[src/rtl/core/md4_pkg.sv]
// ----------------------------------------------------------------------------
// md4_pkg
// Shared constants, types and step functions for the MD4 block compression
// core: rotate amounts, round constants, word order and the command word
// that the controller sends to the datapath.
// ----------------------------------------------------------------------------
package md4_pkg;

  // Word and index widths.
  localparam int WORD_W     = 32;
  localparam int NUM_WORDS  = 16;
  localparam int WIDX_W     = 4;
  localparam int STEP_W     = 6;
  localparam int CFG_IDX_W  = 2;

  localparam logic [WIDX_W-1:0] LAST_WORD = 4'd15;
  localparam logic [STEP_W-1:0] LAST_STEP = 6'd47;

  // Configuration register indexes.
  localparam logic [CFG_IDX_W-1:0] CFG_INIT_A = 2'd0;
  localparam logic [CFG_IDX_W-1:0] CFG_INIT_B = 2'd1;
  localparam logic [CFG_IDX_W-1:0] CFG_INIT_C = 2'd2;
  localparam logic [CFG_IDX_W-1:0] CFG_INIT_D = 2'd3;

  // Reset values of the initial chaining words.
  localparam logic [WORD_W-1:0] INIT_A_RST = 32'h6745_2301;
  localparam logic [WORD_W-1:0] INIT_B_RST = 32'hEFCD_AB89;
  localparam logic [WORD_W-1:0] INIT_C_RST = 32'h98BA_DCFE;
  localparam logic [WORD_W-1:0] INIT_D_RST = 32'h1032_5476;

  // Round codes.
  localparam logic [1:0] RND_F = 2'd0;
  localparam logic [1:0] RND_G = 2'd1;
  localparam logic [1:0] RND_H = 2'd2;

  // Round constants.
  localparam logic [WORD_W-1:0] K_F = 32'h0000_0000;
  localparam logic [WORD_W-1:0] K_G = 32'h5A82_7999;
  localparam logic [WORD_W-1:0] K_H = 32'h6ED9_EBA1;

  // Rotate amounts.
  localparam logic [4:0] MD4_S11 = 5'd3;
  localparam logic [4:0] MD4_S12 = 5'd7;
  localparam logic [4:0] MD4_S13 = 5'd11;
  localparam logic [4:0] MD4_S14 = 5'd19;
  localparam logic [4:0] MD4_S21 = 5'd3;
  localparam logic [4:0] MD4_S22 = 5'd5;
  localparam logic [4:0] MD4_S23 = 5'd9;
  localparam logic [4:0] MD4_S24 = 5'd13;
  localparam logic [4:0] MD4_S31 = 5'd3;
  localparam logic [4:0] MD4_S32 = 5'd9;
  localparam logic [4:0] MD4_S33 = 5'd11;
  localparam logic [4:0] MD4_S34 = 5'd15;

  // Command word from the controller to the datapath.
  typedef struct packed {
    logic              wr_en;     // store an incoming word
    logic [WIDX_W-1:0] wr_idx;    // buffer slot for it
    logic              reload;    // reload chaining value from init registers
    logic              start;     // load working values from chaining value
    logic              step;      // run one compression step
    logic [STEP_W-1:0] step_idx;  // step number, 0 to 47
    logic              finish;    // fold working values in and load the output
  } md4_cmd_t;

  // Buffer slot read by a given step.
  function automatic logic [WIDX_W-1:0] md4_word_idx(input logic [1:0] rnd,
                                                     input logic [WIDX_W-1:0] i);
    logic [WIDX_W-1:0] idx;
    case (rnd)
      RND_F:   idx = i;
      RND_G:   idx = {i[1:0], i[3:2]};
      default: idx = {i[0], i[1], i[2], i[3]};
    endcase
    return idx;
  endfunction

  // Rotate amount for a given step.
  function automatic logic [4:0] md4_rot(input logic [1:0] rnd, input logic [1:0] i);
    logic [4:0] s;
    case ({rnd, i})
      {RND_F, 2'd0}: s = MD4_S11;
      {RND_F, 2'd1}: s = MD4_S12;
      {RND_F, 2'd2}: s = MD4_S13;
      {RND_F, 2'd3}: s = MD4_S14;
      {RND_G, 2'd0}: s = MD4_S21;
      {RND_G, 2'd1}: s = MD4_S22;
      {RND_G, 2'd2}: s = MD4_S23;
      {RND_G, 2'd3}: s = MD4_S24;
      {RND_H, 2'd0}: s = MD4_S31;
      {RND_H, 2'd1}: s = MD4_S32;
      {RND_H, 2'd2}: s = MD4_S33;
      default:       s = MD4_S34;
    endcase
    return s;
  endfunction

  // Boolean function of each round.
  function automatic logic [WORD_W-1:0] md4_fn(input logic [1:0] rnd,
                                               input logic [WORD_W-1:0] x,
                                               input logic [WORD_W-1:0] y,
                                               input logic [WORD_W-1:0] z);
    logic [WORD_W-1:0] f;
    case (rnd)
      RND_F:   f = (x & y) | (~x & z);
      RND_G:   f = (x & y) | (x & z) | (y & z);
      default: f = x ^ y ^ z;
    endcase
    return f;
  endfunction

  // Additive constant of each round.
  function automatic logic [WORD_W-1:0] md4_const(input logic [1:0] rnd);
    logic [WORD_W-1:0] k;
    case (rnd)
      RND_F:   k = K_F;
      RND_G:   k = K_G;
      default: k = K_H;
    endcase
    return k;
  endfunction

endpackage

[src/rtl/core/md4_ctrl.sv]
// ----------------------------------------------------------------------------
// md4_ctrl
// Controller: counts incoming words, sequences the 48 compression steps and
// owns the valid/stall handshakes of both channels.
// ----------------------------------------------------------------------------
module md4_ctrl (
  input  logic              clk,
  input  logic              rst_n,
  input  logic              in_valid,
  output logic              in_stall,
  input  logic              in_new_message,
  output logic              out_valid,
  input  logic              out_stall,
  output md4_pkg::md4_cmd_t cmd
);
  import md4_pkg::*;

  localparam logic [1:0] ST_IDLE = 2'd0;
  localparam logic [1:0] ST_RUN  = 2'd1;
  localparam logic [1:0] ST_FIN  = 2'd2;

  logic [1:0]        state_r, state_nxt;
  logic [WIDX_W-1:0] count_r, count_nxt;
  logic [STEP_W-1:0] step_r, step_nxt;
  logic              out_valid_r, out_valid_nxt;
  logic              accept;
  logic [WIDX_W-1:0] wr_idx;
  logic              out_free;

  // Words are taken only while no block is being compressed.
  assign in_stall = (state_r != ST_IDLE);
  assign accept   = in_valid && !in_stall;
  assign wr_idx   = in_new_message ? '0 : count_r;
  assign out_free = !out_valid_r || !out_stall;
  assign out_valid = out_valid_r;

  // Next state and command decode.
  always_comb begin
    state_nxt    = state_r;
    count_nxt    = count_r;
    step_nxt     = step_r;
    cmd          = '0;
    cmd.wr_idx   = wr_idx;
    cmd.step_idx = step_r;
    case (state_r)
      ST_IDLE: begin
        if (accept) begin
          cmd.wr_en  = 1'b1;
          cmd.reload = in_new_message;
          if (wr_idx == LAST_WORD) begin
            count_nxt = '0;
            step_nxt  = '0;
            cmd.start = 1'b1;
            state_nxt = ST_RUN;
          end else begin
            count_nxt = wr_idx + 1'b1;
          end
        end
      end
      ST_RUN: begin
        cmd.step = 1'b1;
        step_nxt = step_r + 1'b1;
        if (step_r == LAST_STEP) begin
          state_nxt = ST_FIN;
        end
      end
      ST_FIN: begin
        // Wait until the output register is free, then fold in and publish.
        if (out_free) begin
          cmd.finish = 1'b1;
          state_nxt  = ST_IDLE;
        end
      end
      default: begin
        state_nxt = ST_IDLE;
      end
    endcase
  end

  // Output word valid flag.
  always_comb begin
    out_valid_nxt = out_valid_r;
    if (cmd.finish) begin
      out_valid_nxt = 1'b1;
    end else if (out_valid_r && !out_stall) begin
      out_valid_nxt = 1'b0;
    end
  end

  always_ff @(posedge clk) begin
    if (!rst_n) begin
      state_r     <= ST_IDLE;
      count_r     <= '0;
      step_r      <= '0;
      out_valid_r <= 1'b0;
    end else begin
      state_r     <= state_nxt;
      count_r     <= count_nxt;
      step_r      <= step_nxt;
      out_valid_r <= out_valid_nxt;
    end
  end

endmodule

[src/rtl/core/md4_datapath.sv]
// ----------------------------------------------------------------------------
// md4_datapath
// Datapath: block word buffer, initial and chaining registers, the four
// working registers with one MD4 step per cycle, and the output register.
// ----------------------------------------------------------------------------
module md4_datapath (
  input  logic                       clk,
  input  logic                       rst_n,
  input  md4_pkg::md4_cmd_t          cmd,
  input  logic [md4_pkg::WORD_W-1:0] in_message_word,
  input  logic                       cfg_we,
  input  logic [md4_pkg::CFG_IDX_W-1:0] cfg_index,
  input  logic [md4_pkg::WORD_W-1:0] cfg_wdata,
  output logic [md4_pkg::WORD_W-1:0] out_digest_a,
  output logic [md4_pkg::WORD_W-1:0] out_digest_b,
  output logic [md4_pkg::WORD_W-1:0] out_digest_c,
  output logic [md4_pkg::WORD_W-1:0] out_digest_d
);
  import md4_pkg::*;

  logic [WORD_W-1:0] words_r [NUM_WORDS];
  logic [WORD_W-1:0] init_a_r, init_b_r, init_c_r, init_d_r;
  logic [WORD_W-1:0] chain_a_r, chain_b_r, chain_c_r, chain_d_r;
  logic [WORD_W-1:0] chain_a_nxt, chain_b_nxt, chain_c_nxt, chain_d_nxt;
  logic [WORD_W-1:0] work_a_r, work_b_r, work_c_r, work_d_r;
  logic [WORD_W-1:0] dig_a_r, dig_b_r, dig_c_r, dig_d_r;
  logic [1:0]        rnd;
  logic [WIDX_W-1:0] widx;
  logic [4:0]        rot;
  logic [WORD_W-1:0] sum;
  logic [2*WORD_W-1:0] rot_wide;
  logic [WORD_W-1:0] step_nxt;

  // One MD4 step: four-way add, then rotate left.
  assign rnd      = cmd.step_idx[5:4];
  assign widx     = md4_word_idx(rnd, cmd.step_idx[3:0]);
  assign rot      = md4_rot(rnd, cmd.step_idx[1:0]);
  assign sum      = work_a_r + md4_fn(rnd, work_b_r, work_c_r, work_d_r)
                  + words_r[widx] + md4_const(rnd);
  assign rot_wide = {sum, sum} << rot;
  assign step_nxt = rot_wide[2*WORD_W-1:WORD_W];

  // Chaining value after the block is folded in.
  assign chain_a_nxt = chain_a_r + work_a_r;
  assign chain_b_nxt = chain_b_r + work_b_r;
  assign chain_c_nxt = chain_c_r + work_c_r;
  assign chain_d_nxt = chain_d_r + work_d_r;

  // Block word buffer.
  always_ff @(posedge clk) begin
    if (cmd.wr_en) begin
      words_r[cmd.wr_idx] <= in_message_word;
    end
  end

  // Initial chaining words, written through the configuration port.
  always_ff @(posedge clk) begin
    if (!rst_n) begin
      init_a_r <= INIT_A_RST;
      init_b_r <= INIT_B_RST;
      init_c_r <= INIT_C_RST;
      init_d_r <= INIT_D_RST;
    end else if (cfg_we) begin
      case (cfg_index)
        CFG_INIT_A: init_a_r <= cfg_wdata;
        CFG_INIT_B: init_b_r <= cfg_wdata;
        CFG_INIT_C: init_c_r <= cfg_wdata;
        CFG_INIT_D: init_d_r <= cfg_wdata;
        default: ;
      endcase
    end
  end

  // Chaining value: reloaded on a new message, updated after each block.
  always_ff @(posedge clk) begin
    if (!rst_n) begin
      chain_a_r <= INIT_A_RST;
      chain_b_r <= INIT_B_RST;
      chain_c_r <= INIT_C_RST;
      chain_d_r <= INIT_D_RST;
    end else if (cmd.reload) begin
      chain_a_r <= init_a_r;
      chain_b_r <= init_b_r;
      chain_c_r <= init_c_r;
      chain_d_r <= init_d_r;
    end else if (cmd.finish) begin
      chain_a_r <= chain_a_nxt;
      chain_b_r <= chain_b_nxt;
      chain_c_r <= chain_c_nxt;
      chain_d_r <= chain_d_nxt;
    end
  end

  // Working registers; roles rotate every step.
  always_ff @(posedge clk) begin
    if (cmd.start) begin
      work_a_r <= chain_a_r;
      work_b_r <= chain_b_r;
      work_c_r <= chain_c_r;
      work_d_r <= chain_d_r;
    end else if (cmd.step) begin
      work_a_r <= work_d_r;
      work_d_r <= work_c_r;
      work_c_r <= work_b_r;
      work_b_r <= step_nxt;
    end
  end

  // Output word register.
  always_ff @(posedge clk) begin
    if (cmd.finish) begin
      dig_a_r <= chain_a_nxt;
      dig_b_r <= chain_b_nxt;
      dig_c_r <= chain_c_nxt;
      dig_d_r <= chain_d_nxt;
    end
  end

  assign out_digest_a = dig_a_r;
  assign out_digest_b = dig_b_r;
  assign out_digest_c = dig_c_r;
  assign out_digest_d = dig_d_r;

endmodule

[src/rtl/core/md4_block_compression.sv]
// Latency: the digest word of a block is valid once its sixteenth word is accepted, the
// 48 steps have run and the output register is free to fold in and load the result.
// Throughput: one message word per cycle for words 0 to 15; no word is taken while
// a block is compressed by the single shared step unit running 48 steps.
// Reset (synchronous, rst_n low) clears the controller, restores the initial
// and chaining words to their standard values and leaves the output empty.
// ----------------------------------------------------------------------------
// md4_block_compression
// MD4 compression core: buffers 16 message words per block, runs the three
// MD4 rounds one step per cycle and emits the updated chaining value.
// ----------------------------------------------------------------------------
module md4_block_compression (
  input  logic                          clk,
  input  logic                          rst_n,
  input  logic                          in_valid,
  output logic                          in_stall,
  input  logic [md4_pkg::WORD_W-1:0]    in_message_word,
  input  logic                          in_new_message,
  output logic                          out_valid,
  input  logic                          out_stall,
  output logic [md4_pkg::WORD_W-1:0]    out_digest_a,
  output logic [md4_pkg::WORD_W-1:0]    out_digest_b,
  output logic [md4_pkg::WORD_W-1:0]    out_digest_c,
  output logic [md4_pkg::WORD_W-1:0]    out_digest_d,
  input  logic                          cfg_we,
  input  logic [md4_pkg::CFG_IDX_W-1:0] cfg_index,
  input  logic [md4_pkg::WORD_W-1:0]    cfg_wdata
);
  import md4_pkg::*;

  md4_cmd_t cmd;

  // Sequencer and handshakes.
  md4_ctrl u_ctrl (
    .clk            (clk),
    .rst_n          (rst_n),
    .in_valid       (in_valid),
    .in_stall       (in_stall),
    .in_new_message (in_new_message),
    .out_valid      (out_valid),
    .out_stall      (out_stall),
    .cmd            (cmd)
  );

  // Storage and step arithmetic.
  md4_datapath u_datapath (
    .clk             (clk),
    .rst_n           (rst_n),
    .cmd             (cmd),
    .in_message_word (in_message_word),
    .cfg_we          (cfg_we),
    .cfg_index       (cfg_index),
    .cfg_wdata       (cfg_wdata),
    .out_digest_a    (out_digest_a),
    .out_digest_b    (out_digest_b),
    .out_digest_c    (out_digest_c),
    .out_digest_d    (out_digest_d)
  );

endmodule

[config.mk]
export PLATFORM = sky130hd
export DESIGN_NAME = md4_block_compression
export DESIGN_NICKNAME = d
export VERILOG_FILES = /design/src/rtl/core/md4_pkg.sv /design/src/rtl/core/md4_ctrl.sv /design/src/rtl/core/md4_datapath.sv /design/src/rtl/core/md4_block_compression.sv
export SDC_FILE = /design/constraint.sdc
export NUM_CORES = 2
export LEC_CHECK = 0
export ABC_AREA = 1
export BUFFER_PORTS_ARGS = -buffer_cell sky130_fd_sc_hd__clkbuf_2
export CORE_UTILIZATION = 57
export CTS_CLUSTER_DIAMETER = 50
export DETAILED_ROUTE_END_ITERATION = 8
export HOLD_SLACK_MARGIN = 0.02
export MAX_ROUTING_LAYER = met4
export PLACE_DENSITY = 0.78
export SYNTH_ARGS = -nofsm -noshare
export SYNTH_HDL_FRONTEND = slang
export SYNTH_SLANG_ARGS = --single-unit
[constraint.sdc]
create_clock -name clk -period 6.4 [get_ports clk]
set_clock_uncertainty 0.05 [all_clocks]
set_input_delay 1.6 -clock clk [delete_from_list [all_inputs] [get_ports clk]]
set_output_delay 1.6 -clock clk [all_outputs]
set_load 0.01 [all_outputs]
==> impl_metrics.py <==
metrics = {
    "status": {
        "status": "complete, no violations",
    },
    "floorplan": {
        "start_util": 0.577,
        "dieHeight_um": 307,
        "die_w_um": 307,
        "core_area_mm2": 0.0919,
        "fp-row-count": 111,
        "die_area_mm2": 0.0943,
        "io-pin-count": 202,
    },
    "clock_network": {
        "tritoncts": "done",
        "clk_pin_slew_ps": 60,
        "cts_max_level": 3,
        "cts_made_buffers": 114,
        "postCtsSetupBuffers": 0,
        "cts.sinks": 1041,
        "cts-root-buf": "clkbuf_16",
        "clockBufferDepth": 3,
        "clk_latency_ps": 750,
    },
    "synthesis": {
        "ys.flop_type": "edfxtp_1",
        "synthArstFlopShare": 0,
        "synthCells": 5612,
        "ys_types": 56,
        "synth_edf_count": 768,
        "syn_area_mm2": 0.0530,
        "ys_seq_area_frac": 0.538,
        "mappedNetlistNets": 5942,
        "synth_fa_ha_area_frac": 0.0737,
        "yosys.area_share.simple": 0.177,
        "synth_xor_area_frac": 0.0213,
        "muxShareOfSynthArea": 0.0181,
        "synth_top_family_by_area": "simple AND/OR/NAND/NOR gates",
        "synth_compound_area_frac": 0.110,
        "syn_area_per_cell_um2": 9.45,
        "ys_seq_elements": 1041,
        "yosys_warnings": 0,
    },
    "sta": {
        "setup_viol": 0,
        "slew_viol_final": 0,
        "fin_crit_sh": 0.946,
        "fin_crit_ps": 6050,
        "hold_viol_final": 0,
        "max_freq_mhz": 165,
        "setup_ws_ps": 348,
        "slew_headroom": 0.140,
        "worst_pin_slew_ps": 1290,
    },
    "critical_path": {
        "cp_max_fo": 42,
        "critPathKind": "reg2reg",
        "crit_required_ps": 6790,
        "cp-start-kind": "flop",
        "critPathCaptureType": "flop",
        "ff2ff_setup_slack_ps": 350,
        "crit_arrival_ps": 6440,
    },
    "grt": {
        "grt.overflow.total": 0,
        "grtUsageTotal": 0.386,
        "antenna_found_initial": 11,
        "grt_max_degree": 188,
        "grt_pass1_vias": 40200,
        "grt_pass1_wl_um": 259000,
    },
    "cells_and_area": {
        "drive_gt1_frac": 0.0982,
        "fin_nets": 6130,
        "post-route-util": 0.649,
        "final_area_mm2": 0.0596,
        "area_delta_synth_final_pct": 12.5,
    },
    "worst_hold_path": {
        "hold_class": "reg2reg",
    },
    "routing": {
        "drc": 0,
        "wl_per_cell_um": 24.9,
        "drt-initial-drc-count": 5526,
        "vias": 43200,
        "ant_nets": 0,
        "wl_um": 178000,
        "viasPerCell": 6.04,
        "first_pass_iters": 6,
    },
    "power": {
        "irDropWorstVdd_mv": 0.275,
        "leakage_nw": 24.8,
        "power_density_mw_per_mm2": 258,
    },
    "place": {
        "hpwlAfterDp_um": 128000,
        "port_buffers": 201,
        "place_congestion": 1.03,
        "dpl_worst_slack_ps": 337,
        "placed_area_mm2": 0.0558,
    },
    "job": {
        "drv_cap": 0,
    },
}
-- worst paths after layout --
kind | startpoint | to | depth (start not counted)
setup / recovery | u_ctrl.step_r[4] | u_datapath.work_b_r[15] | 27
setup reg to reg | u_ctrl.step_r[4] | u_datapath.work_b_r[15] | 27
hold / removal | u_datapath.init_c_r[15] | u_datapath.init_c_r[15] | 2
hold reg to reg | u_datapath.init_c_r[15] | u_datapath.init_c_r[15] | 2
-- sequential cells by signal, summed over array words and instances (netlist names), 32 cells and up --
| signal | cells |
|---|---|
| u_datapath.words_r | 512 |
| u_datapath.chain_a_r | 32 |
| u_datapath.chain_b_r | 32 |
| u_datapath.chain_c_r | 32 |
| u_datapath.chain_d_r | 32 |
| u_datapath.init_a_r | 32 |
| u_datapath.init_b_r | 32 |
| u_datapath.init_c_r | 32 |
| u_datapath.init_d_r | 32 |
| u_datapath.out_digest_a | 32 |
| u_datapath.out_digest_b | 32 |
| u_datapath.out_digest_c | 32 |
| u_datapath.out_digest_d | 32 |
| u_datapath.work_a_r | 32 |
| u_datapath.work_b_r | 32 |
| u_datapath.work_c_r | 32 |
| u_datapath.work_d_r | 32 |
-- worst max-delay path, stage by stage, from the launching register on --
cell	delay (ps)
dfxtp_1	450
inv_2	120
nor2_8	250
nand2_4	140
nand3_4	180
buf_12	270
buf_4	290
mux2i_1	210
nand2_1	80
nand3_1	70
nand3_1	80
nand2_1	300
fa_1	500
fa_1	490
inv_1	40
ha_1	400
nand2_1	160
nor3_1	340
nand3_1	150
or2_1	250
nand3_1	150
nand2_1	90
nand3_1	130
nand3_1	140
nand3_1	140
nand3_1	90
nand3_1	120
nand2_1	60
-- synth_stat cells (15+ instances only) --
cell,count,share of area
a21o_1,21,0.0030
a21oi_1,374,0.035
a221oi_1,29,0.0048
a31oi_1,61,0.0072
buf_1,30,0.0021
buf_2,29,0.0027
clkbuf_1,178,0.013
dfxtp_1,273,0.10
edfxtp_1,768,0.43
fa_1,91,0.034
ha_1,167,0.039
inv_1,592,0.042
mux2i_1,96,0.018
nand2_1,1245,0.088
nand3_1,559,0.053
nand4_1,57,0.0067
nor2_1,251,0.018
nor3_1,33,0.0031
o2111ai_1,16,0.0026
o211ai_1,44,0.0062
o21ai_0,374,0.035
o21ai_1,15,0.0014
o221ai_1,18,0.0030
o22ai_1,18,0.0021
xnor2_1,45,0.0074
xor2_1,84,0.014
-- logic make-up (layout without fill, tap and decap cells) --
| family | Yosys count | after routing |
|---|---|---|
| AO/OA/AOI/OAI | 1029 | 1029 |
| other | 0 | 8 |
| adder cells (fa/ha/maj) | 258 | 258 |
| flip-flops | 1041 | 1041 |
| AND/OR/NAND/NOR | 2206 | 2206 |
| XOR/XNOR | 129 | 129 |
| buffers and inverters | 853 | 1139 |
| multiplexers | 96 | 96 |
-- report_power, final --
part / total [W] / leakage (nW) / internal, W / switching (W)
Clock: 0.00664 / 1.84 / 0.00379 / 0.00285
Sequential: 0.00740 / 9.16 / 0.00734 / 0.0000608
Combinational: 0.00134 / 13.8 / 0.000405 / 0.000931
Total: 0.0154 / 24.8 / 0.0115 / 0.00384
-- cells in the final DEF (no fill, tap or decap), drive strengths merged, types with 4 or more instances in the layout --
master    synthesis  layout
diode             0       8
a21boi            4       4
o21ai           400     400
buf              70     120
a221oi           29      29
o211ai           44      44
edfxtp          768     768
nand3b           10      10
nor2            254     254
o21bai           14      14
nand2          1249    1249
nand4            57      57
nor3             33      33
fa               91      91
nand3           568     568
a21o             21      21
clkinv            3      45
clkbuf          178     340
and2              5       5
or2              18      18
dfxtp           273     273
o221ai           18      18
o2111ai          16      16
ha              167     167
a31oi            61      61
o31ai             4       4
xor2             84      84
xnor2            45      45
a21oi           376     376
nor4             10      10
bufinv            0       9
inv             602     617
o21a             13      13
clkinvlp          0       8
o22ai            18      18
mux2i            96      96
-- per-stage QoR --
| stage | std cells | hold WS [ps] | total power, W | setup TNS [ps] |
|---|---|---|---|---|
| floorplan | 5612 | 375 | 0.00834 | 0 |
| global placement | 6927 | 387 | 0.00883 | 0 |
| detailed placement | 6927 | 393 | 0.00884 | 0 |
| CTS | 7141 | 408 | 0.0154 | 0 |
| global route | 7148 | 430 | 0.0158 | -0.0915 |
| finish | 7149 | 406 | 0.0154 | 0 |
-- layer usage --
metal | vias to the layer above | global-route usage | part of all wire
li1 | 19700 | - | -
met1 | 20700 | 0.537 | 0.42
met2 | 2401 | 0.552 | 0.43
met3 | 354 | 0.0877 | 0.11
met4 | 0 | 0.146 | 0.038
met5 | - | - | 0
-- layout make-up --
class | instances | area, um2
antenna | 8 | 20.0
clock inverter | 74 | 763
sequential | 1041 | 28500
clock buffer | 140 | 3040
inverter | 605 | 2290
fill | 7483 | 32300
multi-input combinational | 3718 | 21400
timing repair buffer | 320 | 2070
tap | 1243 | 1560
-- repair_timing --
action,CTS,global route
resized for setup,0,5
setup endpoints to repair,0,32
hold buffers,0,0
Note: power is estimated with default switching activity, not from simulation.
